File: config.mk
export PLATFORM = sky130hd
export DESIGN_NAME = signed_count_rle_decoder_unit
export DESIGN_NICKNAME = d
export VERILOG_FILES = /design/src/design/scrled_pkg.sv /design/src/design/scrled_front.sv /design/src/design/scrled_queue.sv /design/src/design/scrled_back.sv /design/src/design/signed_count_rle_decoder_unit.sv
export VERILOG_INCLUDE_DIRS = /design/src /design/src/design
export SDC_FILE = /design/constraint.sdc
export NUM_CORES = 1
export LEC_CHECK = 0
export ABC_AREA = 1
export BUFFER_PORTS_ARGS = -buffer_cell sky130_fd_sc_hd__buf_2
export CAP_MARGIN = 20
export CORE_MARGIN = 10
export CORE_UTILIZATION = 45
export DETAILED_ROUTE_END_ITERATION = 6
export GPL_TIMING_DRIVEN = 0
export PLACE_DENSITY_LB_ADDON = 0.12
export SLEW_MARGIN = 20
export SYNTH_ARGS = -nofsm -noshare
export SYNTH_HDL_FRONTEND = slang
export SYNTH_HIERARCHICAL = 1
export SYNTH_SLANG_ARGS = --single-unit
File: constraint.sdc
create_clock -name clk -period 9.3 [get_ports clk]
set_input_delay 1.86 -clock clk [delete_from_list [all_inputs] [get_ports clk]]
set_output_delay 1.86 -clock clk [all_outputs]
set_load 0.05 [all_outputs]
File: src/design/signed_count_rle_decoder_unit_macros.svh
// Assertion macros for the signed-count RLE decoder.
// Used by the top level; expects clk and arst_n in scope.
`ifndef SIGNED_COUNT_RLE_DECODER_UNIT_MACROS_SVH
`define SIGNED_COUNT_RLE_DECODER_UNIT_MACROS_SVH

// Same-cycle implication.
`define SCRLED_ASSERT_IMP(lbl, ante, cons) \
	lbl: assert property (@(posedge clk) disable iff (!arst_n) (ante) |-> (cons)) \
		else $error("scrled assertion failed");

// Next-cycle implication.
`define SCRLED_ASSERT_NXT(lbl, ante, cons) \
	lbl: assert property (@(posedge clk) disable iff (!arst_n) (ante) |=> (cons)) \
		else $error("scrled assertion failed");

`endif

File: src/design/scrled_pkg.sv
// Shared types and constants for the signed-count RLE decoder.
// No dependencies.
package scrled_pkg;

	localparam int BYTES_PER_RESULT_DEF = 4;
	localparam int TOTAL_WIDTH_DEF      = 24;
	localparam int MAX_LANES            = 4;
	localparam int QUEUE_DEPTH          = 2;
	localparam int DATA_W               = 64;
	localparam int USER_W               = 2;
	localparam int USER_STREAM_END      = 0;
	localparam int USER_TRUNCATED       = 1;
	localparam logic [23:0] FIELD_MAX   = 24'hFF_FFFF;

	typedef enum logic [1:0] {
		PH_HEADER  = 2'd0,
		PH_VALUE   = 2'd1,
		PH_LITERAL = 2'd2
	} phase_t;

	typedef struct packed {
		logic [7:0] val;
		logic [7:0] cnt;
		logic       last;
		logic       trunc;
	} cmd_t;

endpackage

File: src/design/scrled_front.sv
// Front end: parses headers and turns value and literal bytes (and a last byte) into decode commands.
// Depends on scrled_pkg.
module scrled_front (
	input  logic              clk,
	input  logic              arst_n,
	input  logic              in_valid,
	output logic              in_ready,
	input  logic [7:0]        in_byte,
	input  logic              in_last,
	output logic              cmd_valid,
	input  logic              cmd_ready,
	output scrled_pkg::cmd_t  cmd
);

	scrled_pkg::phase_t phase_q, phase_d;
	logic [7:0]         left_q, left_d;
	logic               value_hit, lit_hit, accept;

	assign value_hit = (phase_q == scrled_pkg::PH_VALUE) && (left_q != 8'd0);
	assign lit_hit   = (phase_q == scrled_pkg::PH_LITERAL) && (left_q != 8'd0);
	assign in_ready  = cmd_ready;
	assign accept    = in_valid && cmd_ready;

	always_comb begin
		phase_d = phase_q;
		left_d  = left_q;
		priority if (value_hit) begin
			phase_d = scrled_pkg::PH_HEADER;
			left_d  = 8'd0;
		end else if (lit_hit) begin
			left_d = left_q - 8'd1;
			if (left_q == 8'd1) begin
				phase_d = scrled_pkg::PH_HEADER;
			end
		end else if (in_byte[7]) begin
			left_d  = 8'(9'd257 - {1'b0, in_byte});
			phase_d = scrled_pkg::PH_VALUE;
		end else begin
			left_d  = in_byte + 8'd1;
			phase_d = scrled_pkg::PH_LITERAL;
		end
	end

	always_comb begin
		cmd.val   = in_byte;
		cmd.cnt   = value_hit ? left_q : (lit_hit ? 8'd1 : 8'd0);
		cmd.last  = in_last;
		cmd.trunc = (phase_d != scrled_pkg::PH_HEADER);
		cmd_valid = in_valid && ((cmd.cnt != 8'd0) || in_last);
	end

	always_ff @(posedge clk or negedge arst_n) begin
		if (!arst_n) begin
			phase_q <= scrled_pkg::PH_HEADER;
			left_q  <= 8'd0;
		end else if (accept) begin
			if (in_last) begin
				phase_q <= scrled_pkg::PH_HEADER;
				left_q  <= 8'd0;
			end else begin
				phase_q <= phase_d;
				left_q  <= left_d;
			end
		end
	end

endmodule

File: src/design/scrled_queue.sv
// Short command queue between front and back end.
// Depends on scrled_pkg.
module scrled_queue (
	input  logic              clk,
	input  logic              arst_n,
	input  logic              push,
	input  scrled_pkg::cmd_t  push_cmd,
	output logic              full,
	output logic              head_valid,
	output scrled_pkg::cmd_t  head_cmd,
	input  logic              pop
);

	localparam int Depth = scrled_pkg::QUEUE_DEPTH;
	localparam int PtrW  = (Depth > 1) ? $clog2(Depth) : 1;
	localparam int CntW  = $clog2(Depth + 1);

	scrled_pkg::cmd_t  slots_q [Depth];
	logic [PtrW-1:0]   wr_ptr_q, rd_ptr_q;
	logic [CntW-1:0]   fill_q;
	logic              do_push, do_pop;

	assign full       = (fill_q == CntW'(Depth));
	assign head_valid = (fill_q != '0);
	assign head_cmd   = slots_q[rd_ptr_q];
	assign do_push    = push && !full;
	assign do_pop     = pop && head_valid;

	always_ff @(posedge clk) begin
		if (do_push) begin
			slots_q[wr_ptr_q] <= push_cmd;
		end
	end

	always_ff @(posedge clk or negedge arst_n) begin
		if (!arst_n) begin
			wr_ptr_q <= '0;
			rd_ptr_q <= '0;
			fill_q   <= '0;
		end else begin
			if (do_push) begin
				wr_ptr_q <= (wr_ptr_q == PtrW'(Depth - 1)) ? '0 : wr_ptr_q + PtrW'(1);
			end
			if (do_pop) begin
				rd_ptr_q <= (rd_ptr_q == PtrW'(Depth - 1)) ? '0 : rd_ptr_q + PtrW'(1);
			end
			unique case ({do_push, do_pop})
				2'b10:   fill_q <= fill_q + CntW'(1);
				2'b01:   fill_q <= fill_q - CntW'(1);
				default: fill_q <= fill_q;
			endcase
		end
	end

endmodule

File: src/design/scrled_back.sv
// Back end: expands commands into packed output words, keeps the total.
// Depends on scrled_pkg.
module scrled_back #(
	parameter int BYTES_PER_RESULT = scrled_pkg::BYTES_PER_RESULT_DEF,
	parameter int TOTAL_WIDTH      = scrled_pkg::TOTAL_WIDTH_DEF
) (
	input  logic                            clk,
	input  logic                            arst_n,
	input  logic                            head_valid,
	input  scrled_pkg::cmd_t                head_cmd,
	output logic                            pop,
	output logic                            m_tvalid,
	input  logic                            m_tready,
	output logic [scrled_pkg::DATA_W-1:0]   m_tdata,
	output logic                            m_tlast,
	output logic [scrled_pkg::USER_W-1:0]   m_tuser
);

	localparam int Lanes = (BYTES_PER_RESULT > scrled_pkg::MAX_LANES) ? scrled_pkg::MAX_LANES :
		((BYTES_PER_RESULT < 1) ? 1 : BYTES_PER_RESULT);

	logic [7:0]             sent_q, rem;
	logic [TOTAL_WIDTH-1:0] total_q, total_sat;
	logic [TOTAL_WIDTH:0]   total_sum;
	logic [32:0]            total_ext;
	logic                   slot_free, emit, fin;
	logic [2:0]             n;

	logic                   valid_q;
	logic [7:0]             lane_q [scrled_pkg::MAX_LANES];
	logic [2:0]             count_q;
	logic                   run_end_q, stream_end_q, trunc_q;
	logic [23:0]            shown_q;

	assign slot_free = !valid_q || m_tready;
	assign emit      = head_valid && slot_free;
	assign rem       = head_cmd.cnt - sent_q;
	assign fin       = (rem <= 8'(Lanes));
	assign n         = fin ? rem[2:0] : 3'(Lanes);
	assign pop       = emit && fin;

	assign total_sum = {1'b0, total_q} + (TOTAL_WIDTH + 1)'(n);
	assign total_sat = total_sum[TOTAL_WIDTH] ? '1 : total_sum[TOTAL_WIDTH-1:0];
	assign total_ext = 33'(total_sat);

	always_ff @(posedge clk or negedge arst_n) begin
		if (!arst_n) begin
			sent_q  <= 8'd0;
			total_q <= '0;
			valid_q <= 1'b0;
		end else begin
			if (emit) begin
				sent_q  <= fin ? 8'd0 : sent_q + 8'(Lanes);
				total_q <= (fin && head_cmd.last) ? '0 : total_sat;
			end
			if (slot_free) begin
				valid_q <= head_valid;
			end
		end
	end

	always_ff @(posedge clk) begin
		if (emit) begin
			for (int j = 0; j < scrled_pkg::MAX_LANES; j++) begin
				lane_q[j] <= (3'(j) < n) ? head_cmd.val : 8'd0;
			end
			count_q      <= n;
			run_end_q    <= fin;
			stream_end_q <= fin && head_cmd.last;
			trunc_q      <= fin && head_cmd.last && head_cmd.trunc;
			shown_q      <= (total_ext > 33'(scrled_pkg::FIELD_MAX)) ?
				scrled_pkg::FIELD_MAX : total_ext[23:0];
		end
	end

	assign m_tvalid = valid_q;
	assign m_tdata  = scrled_pkg::DATA_W'({shown_q, count_q,
		lane_q[3], lane_q[2], lane_q[1], lane_q[0]});
	assign m_tlast  = run_end_q;
	always_comb begin
		m_tuser = '0;
		m_tuser[scrled_pkg::USER_STREAM_END] = stream_end_q;
		m_tuser[scrled_pkg::USER_TRUNCATED]  = trunc_q;
	end

endmodule

File: src/design/signed_count_rle_decoder_unit.sv
// Signed-count RLE decoder top level: front parser, 2-entry command queue, back expander.
// A decoded command passes through the queue register and the back end's output register.
// Throughput: 1 input byte per cycle for headers and literals; a repeat of k bytes is split
// over ceil(k/lanes) output words, lanes being BYTES_PER_RESULT held to 1..4,
// and input stalls once the queue fills.
// Reset (arst_n low): parser to header phase, queue empty, total zero, output invalid.
module signed_count_rle_decoder_unit #(
	parameter int BYTES_PER_RESULT = scrled_pkg::BYTES_PER_RESULT_DEF,
	parameter int TOTAL_WIDTH      = scrled_pkg::TOTAL_WIDTH_DEF
) (
	input  logic                           clk,
	input  logic                           arst_n,
	input  logic                           s_tvalid,
	output logic                           s_tready,
	input  logic [7:0]                     s_tdata,  // in_byte
	input  logic                           s_tlast,  // in_last
	output logic                           m_tvalid,
	input  logic                           m_tready,
	// out_byte0, out_byte1, out_byte2, out_byte3, out_count, total_bytes, zero pad
	output logic [scrled_pkg::DATA_W-1:0]  m_tdata,
	output logic                           m_tlast,  // run_end
	output logic [scrled_pkg::USER_W-1:0]  m_tuser   // stream_end, truncated
);

	`include "signed_count_rle_decoder_unit_macros.svh"

	scrled_pkg::cmd_t front_cmd, head_cmd;
	logic             front_valid, q_full, head_valid, pop;

	scrled_front u_front (
		.clk       (clk),
		.arst_n    (arst_n),
		.in_valid  (s_tvalid),
		.in_ready  (s_tready),
		.in_byte   (s_tdata),
		.in_last   (s_tlast),
		.cmd_valid (front_valid),
		.cmd_ready (!q_full),
		.cmd       (front_cmd)
	);

	scrled_queue u_queue (
		.clk        (clk),
		.arst_n     (arst_n),
		.push       (front_valid),
		.push_cmd   (front_cmd),
		.full       (q_full),
		.head_valid (head_valid),
		.head_cmd   (head_cmd),
		.pop        (pop)
	);

	scrled_back #(
		.BYTES_PER_RESULT (BYTES_PER_RESULT),
		.TOTAL_WIDTH      (TOTAL_WIDTH)
	) u_back (
		.clk        (clk),
		.arst_n     (arst_n),
		.head_valid (head_valid),
		.head_cmd   (head_cmd),
		.pop        (pop),
		.m_tvalid   (m_tvalid),
		.m_tready   (m_tready),
		.m_tdata    (m_tdata),
		.m_tlast    (m_tlast),
		.m_tuser    (m_tuser)
	);

	`SCRLED_ASSERT_IMP(a_end_is_run_end, m_tvalid && m_tuser[scrled_pkg::USER_STREAM_END], m_tlast)
	`SCRLED_ASSERT_IMP(a_trunc_on_end, m_tvalid && m_tuser[scrled_pkg::USER_TRUNCATED], m_tuser[scrled_pkg::USER_STREAM_END])
	`SCRLED_ASSERT_IMP(a_empty_is_status, m_tvalid && (m_tdata[34:32] == 3'd0), m_tuser[scrled_pkg::USER_STREAM_END])
	`SCRLED_ASSERT_NXT(a_end_clears_total, pop && head_cmd.last, u_back.total_q == '0)

endmodule
==> out/metrics.cfg <==
[layout]
regArea_mm2 = 0.00407
final_area_mm2 = 0.00889
nets = 996
syn_to_final_growth_pct = 17.1
multi_input_area_mm2 = 0.00281
drive_gt1_frac = 0.192
diodes = 0
fillers = 1556
fin_cells = 1198

[route]
vias_per_cell = 4.73
drc = 0
wirelength_um = 16700
antenna_left = 0
dr.pass1.iters = 5
wl_per_cell_um = 13.9
drtIter0Drc = 280
dr_total_vias = 5668

[sta]
setup_viol = 0
fin_crit_ns = 4.05
fin_crit_sh = 0.435
worstMarginPinSlew_ns = 0.733
rsz0062_at_grt = false
finalHoldViolations = 0
fin_setup_tns_ns = 0
slew_headroom = 0.511
slew_viol_final = 0
timing.fmax_mhz = 247
finClkSkew_ns = 0.00602

[cts]
root_buffer = clkbuf_16
hold_buffers = 0
clkTransAtPathRegs_ns = 0.06
cts_tree = built
numCtsBuffers = 17
htree_levels = 4
cts_sinks = 143
clock_path_buffers = 2
cts-resized-gates = 0
post_cts_buffers = 0
clk_latency_ns = 0.42

[power]
irDropWorstVdd_v = 0.000224
leakage_uw = 0.00441
power_density_mw_per_mm2 = 373

[grt]
grt_pass1_vias = 5270
globalRouteTotalUtil = 0.153
grt_max_degree = 46
antenna_found_initial = 0
grt_first_pass_wirelength_um = 27300
grt-ovfl-total = 0

[yosys]
synth_ff_type = edfxtp_1
synth_top_area_share = 0.388
synth_top_area_cell = edfxtp_1
yosysUniqueCellTypes = 38
syn_area_mm2 = 0.00759
syn_inst = 864
syn_area_per_cell_um2 = 8.79
synth_area_leaders = edfxtp_1 (39%), dfrtp_1 (15%), nand2_1 (14%), inv_1 (6.3%), nand3_1 (5.1%)
yosys_warnings = 6
ys_seq_elements = 143
async_flop_share = 0.315
synth_edf_count = 98
synth_common_cells = nand2_1 (286), inv_1 (127), edfxtp_1 (98)
synth_most_common_cell = nand2_1
ys_seq_area_frac = 0.536

[worst_setup_path]
critical_path_arrival_ns = 4.40
cpPeakStageDelay_ns = 0.38
cp-start-kind = flop
critPathMostFrequentCell = nand2_1
path_max_fanout = 10
critPathKind = flop to flop
worstSetupEndpointType = flop
crit_required_ns = 9.65
cp_slowest_cell = dfrtp_1

[floorplanning]
dieArea_mm2 = 0.0225
rows = 47
initial_core_util = 0.458
floorplan.io_pins = 82
die-height_um = 150
die_w_um = 150
core_area_mm2 = 0.0166

[place]
numPortBuffers = 75
hpwl_um = 12500
dpl.cell_count = 1166
place_area_mm2 = 0.00830
globalplace.congestion = 0.900

[worst_hold_path]
hp-class = flop to flop

[job]
drv_cap = 0

[run_status]
status = complete, no violations

per-layer routing:
layer,vias up,global-route usage,part of all wire
li1,2949,-,-
met5,-,0,0
met2,94,0.272,0.52
met1,2615,0.179,0.43
met4,0,0.0462,0.010
met3,10,0.0350,0.040
power by group:
part	switching, uW	internal [uW]	total [uW]
clock network	252	426	679
logic	1170	391	1560
registers	98.4	974	1070
state kept, by name, indices dropped and copies added, names as in the netlist:
name,cells
u_queue/slots_q,36
u_back/lane_q,32
u_back/shown_q,24
u_back/total_q,24
u_front/left_q,8
u_back/sent_q,6
u_back/count_q,3
u_front/phase_q,2
u_queue/fill_q,2
u_back/m_tlast,1
u_back/m_tvalid,1
u_back/stream_end_q,1
u_back/trunc_q,1
u_queue/rd_ptr_q,1
u_queue/wr_ptr_q,1
cells in the final DEF (no fill, tap or decap), types with 17 or more instances in the layout:
cell	n
nor2_1	53
edfxtp_1	98
nand2_2	18
buf_2	76
inv_1	127
buf_4	22
nand3_1	78
nand2_1	286
ha_1	17
o21ai_0	21
dfrtp_1	45
clkbuf_16	17
path summary, 6_finish.rpt:
| path | start | end | slack [ns] | cells past startpoint |
|---|---|---|---|---|
| min in group asynchronous | arst_n | u_back/total_q[1] | 1.47 | 1 |
| worst min register to register | u_queue/fill_q[1] | u_queue/fill_q[1] | 0.47 | 2 |
| worst min-delay path | u_queue/fill_q[1] | u_queue/fill_q[1] | 0.47 | 2 |
| worst max register to register | u_queue/rd_ptr_q | u_back/total_q[0] | 5.25 | 28 |
| worst max-delay path | u_queue/rd_ptr_q | u_back/total_q[0] | 5.25 | 28 |
| max in group asynchronous | arst_n | u_back/sent_q[7] | 7.41 | 1 |
cells by family (layout without fill, tap and decap cells):
family                   Yosys count  in the layout  share of synthesized area
AND/OR/NAND/NOR                  501            501                      0.306
buffers and inverters            164            273                     0.0966
flip-flops                       143            143                      0.536
AO/OA/AOI/OAI                     28             28                     0.0198
adder cells (fa/ha/maj)           18             18                     0.0307
XOR/XNOR                           9              9                     0.0104
other                              1              6                   0.000494
per-stage QoR:
stage	hold slack [ns]	util	worst slack, ns	power [uW]
2_1_floorplan	0.442	-	5.92	2300
3_3_place_gp	0.460	0.498	5.23	2640
3_5_place_dp	0.459	0.500	5.25	2670
4_1_cts	0.473	0.536	5.21	3350
5_1_grt	0.503	0.536	4.77	3540
6_report	0.470	0.536	5.25	3310
critical path: cells and delay by family (launching register included):
family	cells	cell delay, ns
flip-flops	1	0.38
AND/OR/NAND/NOR	19	1.91
buffers and inverters	6	0.90
adder cells (fa/ha/maj)	3	0.79
final cells by class:
class | instances | area share
flip-flops and latches | 143 | 0.458
clock buffers | 21 | 0.0507
repair buffers | 77 | 0.0460
clock inverters | 11 | 0.0158
multi-input cells | 562 | 0.316
well taps | 220 | 0.0310
plain buffers | 31 | 0.0266
inverters | 133 | 0.0562
Note: power is estimated with default switching activity, not from simulation.
